`src/rtl/mbfw_pkg.sv`:
```
// ----------------------------------------------------------------------------
// mbfw_pkg
// Shared types and constants of the MSB-first bit field writer.
// ----------------------------------------------------------------------------
package mbfw_pkg;

	localparam int BUFFER_BYTES   = 1024;
	localparam int MAX_FIELD_BITS = 32;
	localparam int WORD_BITS      = 32;
	localparam int WORDS          = BUFFER_BYTES / 4;
	localparam int WADDR_W        = $clog2(WORDS);
	localparam int QUEUE_DEPTH    = 2;
	localparam int QPTR_W         = $clog2(QUEUE_DEPTH);

	localparam logic [10:0] CFG_LEN_RESET = 11'd1024;

	localparam logic [1:0] ACT_APPEND  = 2'd0;
	localparam logic [1:0] ACT_WRITE   = 2'd1;
	localparam logic [1:0] ACT_READ    = 2'd2;
	localparam logic [1:0] ACT_RESTART = 2'd3;

	localparam logic [1:0] ERR_OK       = 2'd0;
	localparam logic [1:0] ERR_ZERO_LEN = 2'd1;
	localparam logic [1:0] ERR_TOO_MANY = 2'd2;

	localparam logic [1:0] OP_NONE  = 2'd0;
	localparam logic [1:0] OP_WRITE = 2'd1;
	localparam logic [1:0] OP_READ  = 2'd2;
	localparam logic [1:0] OP_CLEAR = 2'd3;

	typedef struct packed {
		logic [1:0]  action;
		logic [7:0]  field_len;
		logic [31:0] field_value;
		logic [12:0] bit_position;
		logic [9:0]  byte_address;
	} item_t;

	typedef struct packed {
		logic [7:0]  read_data;
		logic [13:0] bit_cursor;
		logic [1:0]  error_code;
	} result_t;

	typedef struct packed {
		logic [1:0]  op;
		logic [12:0] bit_start;
		logic [5:0]  field_len;
		logic [31:0] field_value;
		logic [9:0]  byte_address;
		logic [13:0] bit_cursor;
		logic [1:0]  error_code;
	} cmd_t;

endpackage

```
`src/rtl/mbfw_fifo.sv`:
```
// ----------------------------------------------------------------------------
// mbfw_fifo
// Short command queue between front and back.
// ----------------------------------------------------------------------------
module mbfw_fifo import mbfw_pkg::*; (
	input  logic clk,
	input  logic arst_n,
	input  logic push,
	input  cmd_t push_data,
	input  logic pop,
	output cmd_t pop_data,
	output logic full,
	output logic empty
);

	cmd_t              entry_q [QUEUE_DEPTH];
	logic [QPTR_W-1:0] wr_ptr_q;
	logic [QPTR_W-1:0] rd_ptr_q;
	logic [QPTR_W:0]   count_q;

	assign full     = (count_q == (QPTR_W+1)'(QUEUE_DEPTH));
	assign empty    = (count_q == '0);
	assign pop_data = entry_q[rd_ptr_q];

	always_ff @(posedge clk) begin
		if (push) begin
			entry_q[wr_ptr_q] <= push_data;
		end
	end

	always_ff @(posedge clk or negedge arst_n) begin
		if (!arst_n) begin
			wr_ptr_q <= '0;
			rd_ptr_q <= '0;
			count_q  <= '0;
		end else begin
			if (push) begin
				wr_ptr_q <= wr_ptr_q + 1'b1;
			end
			if (pop) begin
				rd_ptr_q <= rd_ptr_q + 1'b1;
			end
			case ({push, pop})
				2'b10:   count_q <= count_q + 1'b1;
				2'b01:   count_q <= count_q - 1'b1;
				default: count_q <= count_q;
			endcase
		end
	end

endmodule

```
`config.mk`:
```
export PLATFORM = sky130hd
export DESIGN_NAME = mbfw_fifo
export DESIGN_NICKNAME = d
export VERILOG_FILES = /design/src/rtl/mbfw_pkg.sv /design/src/rtl/mbfw_fifo.sv
export SDC_FILE = /design/constraint.sdc
export NUM_CORES = 1
export LEC_CHECK = 0
export BUFFER_PORTS_ARGS = -buffer_cell sky130_fd_sc_hd__buf_2
export CORE_ASPECT_RATIO = 0.7
export CORE_MARGIN = 2
export CORE_UTILIZATION = 40
export DETAILED_ROUTE_END_ITERATION = 10
export HOLD_SLACK_MARGIN = 0.05
export PLACE_DENSITY = 0.72
export SETUP_SLACK_MARGIN = 0.1
export SYNTH_ARGS = -nofsm -noshare
export SYNTH_HDL_FRONTEND = slang
export SYNTH_SLANG_ARGS = --single-unit
```
`constraint.sdc`:
```
create_clock -name clk -period 4.37 [get_ports clk]
set_input_delay 0.6555 -clock clk [delete_from_list [all_inputs] [get_ports clk]]
set_output_delay 0.6555 -clock clk [all_outputs]
set_load 0.02 [all_outputs]
```
==> results.py <==
metrics = {
    "status": {
        "status": "finished, final reports clean",
    },
    "route": {
        "via_count": 2962,
        "drcViolationCount": 0,
        "met2_wirelength_mm": 4.96,
        "first_iter_violations": 147,
        "wl_met3_microns": 832,
        "viasPerCell": 4.54,
        "route.detailed.wl_per_inst_microns": 16.4,
        "drt-met1-wl_mm": 4.67,
        "first_pass_iters": 4,
        "dr.max_layer_used": "met4",
        "ant_nets": 0,
        "wirelength_mm": 10.7,
    },
    "die": {
        "num_rows": 38,
        "die_area_sq_um": 16800,
        "core-area_sq_um": 15500,
        "die_w_microns": 154,
        "die_y_microns": 109,
        "ios": 164,
        "initial_core_util": 0.407,
    },
    "clock_tree": {
        "cts.htree.levels": 4,
        "path_clk_slew_ns": 0.07,
        "numCtsBuffers": 17,
        "holdBufCountCts": 1,
        "cts.path.max_buffers": 2,
        "cts_resized": 0,
        "cts_tree": "done",
        "cts_root_buf": "clkbuf_16",
        "clock_latency_ns": 0.42,
        "post-cts-setup-buffers": 0,
        "clock-sinks": 162,
    },
    "logic_synthesis": {
        "synth_cell_type_count": 12,
        "seq_area_frac_synth": 0.771,
        "syn-num-nets": 346,
        "netlist_area_sq_um": 6290,
        "ys_warn_count": 0,
        "syn_inst": 262,
        "ys_ff_latch": 162,
        "avgSynthCellArea_sq_um": 24.0,
    },
    "timing": {
        "setup_viol": 0,
        "fin_crit_sh": 0.668,
        "report.final.slew_viol_count": 0,
        "tightest_slew_ns": 1.11,
        "fin_crit_ns": 2.92,
        "max_freq_ghz": 0.343,
        "setup_slack_ns": 1.45,
        "skew_ns": 0.00725,
        "fin_tns_setup_ns": 0,
        "hold_viol": 0,
        "slew-limit-headroom": 0.261,
        "rsz0062_at_grt": "false",
    },
    "grt": {
        "grt_pass1_vias": 3185,
        "grt_pass1_wl_mm": 16.2,
        "overflow": 0,
        "track_usage": 0.130,
        "antenna_found_initial": 0,
        "grt_start_max_net_pins": 80,
    },
    "finish": {
        "regArea_sq_um": 4850,
        "drive_gt1_frac": 0.619,
        "nets": 523,
        "fillCellCount": 1256,
        "final_cells": 652,
        "multi_input_area_sq_um": 1280,
        "area_growth_pct": 24.8,
        "postLayoutCoreUtil": 0.508,
        "n_antenna_cell": 0,
    },
    "placed_design": {
        "gp_congestion": 0.689,
        "place_inst": 619,
        "post-place-ws_ns": 1.86,
        "io_buffers": 163,
        "dpl.hpwl_mm": 6.95,
    },
    "worst_setup_path": {
        "regToRegSetupSlack_ns": 2.58,
        "startpoint_type": "register",
        "path_class": "reg -> out",
        "r2r_start": "wr_ptr_q",
        "max_stage_delay_ns": 0.89,
        "crit_path_top_delay_cell": "dfrtp_4",
        "critPathLaunch": "rd_ptr_q",
        "crit_fanout": 43,
        "path_cells": "buf_12 > mux2_4 > buf_2",
        "cp_data_arrival_time_ns": 2.26,
        "crit_required_ns": 3.71,
        "worst_setup_path_end_kind": "primary output",
    },
    "power_and_ir_drop": {
        "power_mw": 5.48,
        "power_frac_seq": 0.410,
        "combPwrFrac": 0.314,
        "clkPwrFrac": 0.276,
        "power.switching_mw": 1.70,
        "netSwitchingFraction": 0.310,
        "leakage_nw": 3.18,
        "power_density_nw_per_um2": 698,
        "irDropWorstVdd_mv": 0.419,
        "p_int_mw": 3.78,
    },
    "run": {
        "cap_viol_max_count": 0,
    },
    "hold_path": {
        "hp-start": "push_data[31]",
        "min_path_type": "in -> reg",
    },
}
-- routing by layer --
layer  GRT usage  up-vias
met3      0.0604       18
met1       0.152     1449
met4      0.0641        0
li1            -     1388
met2       0.206      107
met5           0        -
-- final cells by class --
class	instances	area share
flip-flops and latches	162	0.618
multi-input cells	90	0.163
repair buffers	167	0.110
clock buffers	17	0.0542
well taps	200	0.0319
clock inverters	15	0.0230
inverters	1	0.000478
-- final timing paths --
check	cells after the start	end
min reg2reg	1	count_q[1]
max in group asynchronous	2	rd_ptr_q
max	3	pop_data[1]
min in group asynchronous	2	count_q[0]
min	1	entry_q[1][31]
max reg2reg	1	entry_q[1][17]
-- stage by stage --
| stage | cell area, sq um | hold slack, ns |
|---|---|---|
| finish | 7850 | 0.423 |
| global route | 7850 | 0.392 |
| CTS | 7850 | 0.396 |
| detailed placement | 7230 | 0.467 |
| global placement | 7230 | 0.466 |
| floorplan | 6290 | 0.360 |
-- power groups by stage --
stage | registers [mW] | logic, mW | clock network (mW)
6_report | 2.25 | 1.72 | 1.51
5_1_grt | 2.28 | 1.82 | 1.61
4_1_cts | 2.26 | 1.75 | 1.55
3_5_place_dp | 2.29 | 1.74 | 0
3_3_place_gp | 2.27 | 1.73 | 0
2_1_floorplan | 2.17 | 1.50 | 0
-- state kept, by name, indices dropped and copies added, names as in the netlist --
register  flops
count_q       2
entry_q     158
rd_ptr_q      1
wr_ptr_q      1
-- cells in the mapped netlist --
master / count / area, sq um
dfrtp_1: 4 / 100
nor2_1: 3 / 11.3
mux2_4: 79 / 1190
nor2b_1: 1 / 6.26
xnor2_1: 2 / 17.5
buf_6: 1 / 11.3
xor2_1: 3 / 26.3
ha_1: 1 / 12.5
edfxtp_1: 158 / 4740
inv_1: 1 / 3.75
and2_1: 1 / 6.26
buf_12: 8 / 160
-- worst max-delay path, delay by kind of cell, from the launching register on --
family / cells / cell delay [ns]
buf+inv: 2 / 0.55
flops: 1 / 0.89
mux: 1 / 0.34
-- layout by cell type, fill, tap and decap left out, drive strengths merged, types with 2 or more instances in the layout --
cell type  count
clkinv         6
inv            5
nor2           3
edfxtp       158
dfrtp          4
mux2          79
clkinvlp       2
buf          166
xor2           3
bufinv         3
xnor2          2
clkbuf        17
-- cell families after synthesis --
kind of cell,count (synthesis),synth area share
adder cells (fa/ha/maj),1,0.00199
XOR/XNOR,5,0.00697
buffers and inverters,10,0.0279
AND/OR/NAND/NOR,5,0.00378
multiplexers,79,0.189
flip-flops,162,0.771
Note: power is estimated with default switching activity, not from simulation.
