==> config.mk <==
export PLATFORM = sky130hd
export DESIGN_NAME = mbfw_front
export DESIGN_NICKNAME = d
export VERILOG_FILES = /design/src/rtl/mbfw_pkg.sv /design/src/rtl/mbfw_front.sv
export SDC_FILE = /design/constraint.sdc
export NUM_CORES = 1
export LEC_CHECK = 0
export BUFFER_PORTS_ARGS = -buffer_cell sky130_fd_sc_hd__buf_2
export CAP_MARGIN = 10
export CORE_UTILIZATION = 49
export CTS_BUF_LIST = sky130_fd_sc_hd__clkbuf_4
export DETAILED_ROUTE_END_ITERATION = 10
export PLACE_DENSITY = 0.84
export SETUP_SLACK_MARGIN = 0.2
export SLEW_MARGIN = 25
export SYNTH_ARGS = -nofsm -noshare
export SYNTH_HDL_FRONTEND = slang
export SYNTH_SLANG_ARGS = --single-unit
export TNS_END_PERCENT = 10
==> constraint.sdc <==
create_clock -name clk -period 8.73 [get_ports clk]
set_input_delay 1.746 -clock clk [delete_from_list [all_inputs] [get_ports clk]]
set_output_delay 1.746 -clock clk [all_outputs]
set_load 0.02 [all_outputs]
==> src/rtl/mbfw_pkg.sv <==
// ----------------------------------------------------------------------------
// mbfw_pkg
// Shared types and constants of the MSB-first bit field writer.
// ----------------------------------------------------------------------------
package mbfw_pkg;

	localparam int BUFFER_BYTES   = 1024;
	localparam int MAX_FIELD_BITS = 32;
	localparam int WORD_BITS      = 32;
	localparam int WORDS          = BUFFER_BYTES / 4;
	localparam int WADDR_W        = $clog2(WORDS);
	localparam int QUEUE_DEPTH    = 2;
	localparam int QPTR_W         = $clog2(QUEUE_DEPTH);

	localparam logic [10:0] CFG_LEN_RESET = 11'd1024;

	localparam logic [1:0] ACT_APPEND  = 2'd0;
	localparam logic [1:0] ACT_WRITE   = 2'd1;
	localparam logic [1:0] ACT_READ    = 2'd2;
	localparam logic [1:0] ACT_RESTART = 2'd3;

	localparam logic [1:0] ERR_OK       = 2'd0;
	localparam logic [1:0] ERR_ZERO_LEN = 2'd1;
	localparam logic [1:0] ERR_TOO_MANY = 2'd2;

	localparam logic [1:0] OP_NONE  = 2'd0;
	localparam logic [1:0] OP_WRITE = 2'd1;
	localparam logic [1:0] OP_READ  = 2'd2;
	localparam logic [1:0] OP_CLEAR = 2'd3;

	typedef struct packed {
		logic [1:0]  action;
		logic [7:0]  field_len;
		logic [31:0] field_value;
		logic [12:0] bit_position;
		logic [9:0]  byte_address;
	} item_t;

	typedef struct packed {
		logic [7:0]  read_data;
		logic [13:0] bit_cursor;
		logic [1:0]  error_code;
	} result_t;

	typedef struct packed {
		logic [1:0]  op;
		logic [12:0] bit_start;
		logic [5:0]  field_len;
		logic [31:0] field_value;
		logic [9:0]  byte_address;
		logic [13:0] bit_cursor;
		logic [1:0]  error_code;
	} cmd_t;

endpackage

==> src/rtl/mbfw_front.sv <==
// ----------------------------------------------------------------------------
// mbfw_front
// Accepts transactions, checks field length and range, tracks the cursor
// and sticky status, and issues memory commands to the queue.
// ----------------------------------------------------------------------------
module mbfw_front import mbfw_pkg::*; (
	input  logic        clk,
	input  logic        arst_n,
	input  logic        cfg_wr_en,
	input  logic [10:0] cfg_wr_data,
	input  logic        item_valid,
	output logic        item_stall,
	input  item_t       item,
	input  logic        queue_full,
	input  logic        init_busy,
	output logic        cmd_push,
	output cmd_t        cmd
);

	logic [10:0] len_cfg_q;
	logic [13:0] cursor_q;
	logic [1:0]  status_q;
	logic [10:0] usable;
	logic [13:0] limit;
	logic [13:0] start;
	logic [14:0] end_bits;
	logic [13:0] nxt_cursor;
	logic [1:0]  nxt_status;
	logic [1:0]  op;

	assign item_stall = queue_full | init_busy;
	assign cmd_push   = item_valid & ~item_stall;

	assign usable = (len_cfg_q > 11'(BUFFER_BYTES)) ? 11'(BUFFER_BYTES) : len_cfg_q;
	assign limit  = {usable, 3'b000};

	always_comb begin
		start      = (item.action == ACT_APPEND) ? cursor_q : {1'b0, item.bit_position};
		end_bits   = {1'b0, start} + 15'(item.field_len);
		nxt_cursor = cursor_q;
		nxt_status = status_q;
		op         = OP_NONE;
		case (item.action)
			ACT_APPEND, ACT_WRITE: begin
				if (item.field_len == 8'd0) begin
					nxt_status = ERR_ZERO_LEN;
				end else if (item.field_len > 8'(MAX_FIELD_BITS) || end_bits > {1'b0, limit}) begin
					nxt_status = ERR_TOO_MANY;
				end else begin
					op = OP_WRITE;
					if (item.action == ACT_APPEND) begin
						nxt_cursor = cursor_q + 14'(item.field_len);
					end
				end
			end
			ACT_READ: begin
				if ({1'b0, item.byte_address} < usable) begin
					op = OP_READ;
				end
			end
			default: begin
				op         = OP_CLEAR;
				nxt_cursor = '0;
				nxt_status = ERR_OK;
			end
		endcase
	end

	always_comb begin
		cmd              = '0;
		cmd.op           = op;
		cmd.bit_start    = start[12:0];
		cmd.field_len    = item.field_len[5:0];
		cmd.field_value  = item.field_value;
		cmd.byte_address = item.byte_address;
		cmd.bit_cursor   = nxt_cursor;
		cmd.error_code   = nxt_status;
	end

	always_ff @(posedge clk or negedge arst_n) begin
		if (!arst_n) begin
			len_cfg_q <= CFG_LEN_RESET;
			cursor_q  <= '0;
			status_q  <= ERR_OK;
		end else begin
			if (cfg_wr_en) begin
				len_cfg_q <= cfg_wr_data;
			end
			if (cmd_push) begin
				cursor_q <= nxt_cursor;
				status_q <= nxt_status;
			end
		end
	end

endmodule

==> impl_metrics.toml <==
[cells_and_area]
fin_nets = 600
fill_cells = 638
syn_to_final_growth_pct = 6.41
final_util = 0.550
drive_gt1_frac = 0.252
diodes = 0

[timing]
rsz0062_at_grt = "false"
finClkSkew_ns = 0.0157
fmax_mhz = 123
maxSlewHeadroom = 0.446
hold_violations = 0
period_minus_slack_ns = 8.11
tns_ns = 0
fin_crit_sh = 0.929
setup_violations = 0
setup_slack_ns = 0.624
worst-slew-pin-transition_ns = 0.829
finalMaxSlewViolations = 0

[run_status]
violations = "design-rule violations"
status = "finished, violations left"

[yosys]
yosys.area.top_type = "dfrtp_1"
synth_edf_count = 0
synth_cell_types = 56
synth_common_cells = "nand2_1, buf_4, ha_1"
dominantRegCellSynth = "dfrtp_1"
syn_nets = 557
synth_warnings = 0
netlist_instances = 435
yosysMostFrequentCell = "nand2_1"
syn_area_um2 = 3360
avgSynthCellArea_um2 = 7.72
synth-seq-cells = 27
ys_seq_area_frac = 0.202
yosysTopAreaCellShare = 0.194
synth-async-reset-ratio = 1.00
netlist_top_cells_area = "dfrtp_1, ha_1, buf_4, nand2_1, o21ai_0"

[cts]
cts_root_buf = "clkbuf_4"
clk_pin_slew_ns = 0.14
cts_sinks = 27
cts_made_buffers = 3
h-tree-depth = 1
cts_tree = "done"
worstSkewPairLatency_ns = 0.34
clk_path_buf_depth = 2
post_cts_buffers = 0

[critical_path]
startpoint = "item[64]"
crit_type = "in2out"
cp_slowest_cell = "a2111oi_0"
cp_max_fo = 27
critPathLaunchType = "input port"
r2r_slack_ns = 4.09
end_kind = "primary output"
regToRegEndpoint = "cursor_q[13]$_DFFE_PN0P_"
cp_common_cell = "nand2_1"
crit_arrival_ns = 6.36
cp.buffers_inverters = 3
crit_family = "simple AND/OR/NAND/NOR gates"
timing.rr.start = "cursor_q[1]$_DFFE_PN0P_"
required_ns = 6.98
setup.worst_path.end = "cmd[15]"
cp_cell_sequence = "buf_2, or2_1, nand2_1, nand2_1, ha_1, a21o_1, a21o_1, a2111oi_0, nor3_1, a41o_1, nand2_1, xnor2_1, ha_1, nand4_1, nor2_1, nor4b_2, inv_1, a21o_2, or3_1, o21ai_1, buf_2"
max_stage_delay_ns = 0.43
worst-path-stages = 21
rr_worst_depth = 18

[worst_hold_path]
min_path_type = "reg2reg"
min_from = "len_cfg_q[2]$_DFFE_PN0P_"

[route]
wl_per_cell_um = 15.6
via_per_inst = 5.99
vias = 3321
wl_mm = 8.65
drtIter0Drc = 279
drc = 14
ant_nets = 0
dr.pass1.iters = 9

[die]
core_area_um2 = 6490
start_util = 0.517
io_pins = 163
fp.dieW_um = 84.8
dieArea_um2 = 7190
rows = 29
die-height_um = 84.8

[power_and_ir_drop]
vdd_drop_max_mv = 0.0803
power_density_nw_per_um2 = 121
p_leak_nw = 1.83
p_total_uw = 433

[placement]
place_ws_ns = 0.660
numPortBuffers = 98
routabilityCongestion = 0.958
dpl.hpwl_mm = 7.06

[global_routing]
grt_pass1_vias = 3246
grt_use_total = 0.243
grt_overflow = 0
grt_pass1_wl_mm = 14.4
antenna_found_initial = 0
grt_max_degree = 28

[run]
drv_cap = 0
## cell type report
type                            instances  area, um^2  share of cell area
Clock buffer                            3        22.5             0.00630
Sequential cell                        27         677               0.189
Tap cell                               77        96.3              0.0270
Inverter                               19        71.3              0.0200
Clock inverter                          1        5.00             0.00140
Multi-Input combinational cell        327        2190               0.614
Timing Repair Buffer                  100         505               0.142
## per-stage QoR
step                      std cells  hold WS (ns)  area, um^2
after floorplan                 435         0.481        3360
after global routing            554         0.549        3570
after CTS                       554         0.528        3570
final                           554         0.524        3570
after detailed placement        550         0.495        3540
after global placement          550         0.489        3540
## repair_timing
item	CTS	global route
gates resized for setup	0	1
hold endpoints to repair	0	0
hold buffers	0	0
setup endpoints to repair	0	1
## flip-flops by register name (all words and copies together), names as in the netlist
register,cells
cursor_q,14
len_cfg_q,11
status_q,2
## kinds of logic after synthesis
family | after synthesis | synth area share
simple gates | 160 | 0.218
compound gates | 99 | 0.201
mux | 11 | 0.0362
fa+ha+maj | 40 | 0.154
buf+inv | 81 | 0.146
xor+xnor | 17 | 0.0444
flops | 27 | 0.202
## how the worst min path moves through the flow
stage                          endpoint  depth (start not counted)
6_report       len_cfg_q[2]$_DFFE_PN0P_                          1
3_3_place_gp   len_cfg_q[4]$_DFFE_PN0P_                          1
3_5_place_dp   len_cfg_q[8]$_DFFE_PN0P_                          1
2_1_floorplan  len_cfg_q[1]$_DFFE_PN0P_                          1
5_1_grt        len_cfg_q[9]$_DFFE_PN0P_                          1
4_1_cts        len_cfg_q[8]$_DFFE_PN0P_                          1
## layer usage
| metal | GRT usage | routed length (um) | up-vias |
|---|---|---|---|
| met2 | 0.432 | 4210 | 172 |
| met1 | 0.310 | 3630 | 1527 |
| met4 | 0.0555 | 112 | 0 |
| met5 | 0 | 0 | - |
| li1 | - | - | 1602 |
| met3 | 0.0364 | 691 | 20 |
## cell usage in the layout, fill, tap and decap left out, types with 7 or more instances in the layout
cell type	n
nand4_1	7
xnor2_1	11
nor2_1	21
buf_2	98
o21ai_0	25
dfrtp_1	26
a21o_1	12
mux2_2	9
a21oi_1	17
nand2_1	78
nor3_1	17
nand3_1	15
inv_1	18
ha_1	38
## report_power, final
part	total [mW]	internal, mW	leakage (nW)	switching (mW)
Sequential	0.151	0.137	0.315	0.0145
Clock	0.0571	0.0172	0.0177	0.0398
Combinational	0.225	0.0897	1.50	0.135
No activity file was read; power rests on OpenSTA's default activity.
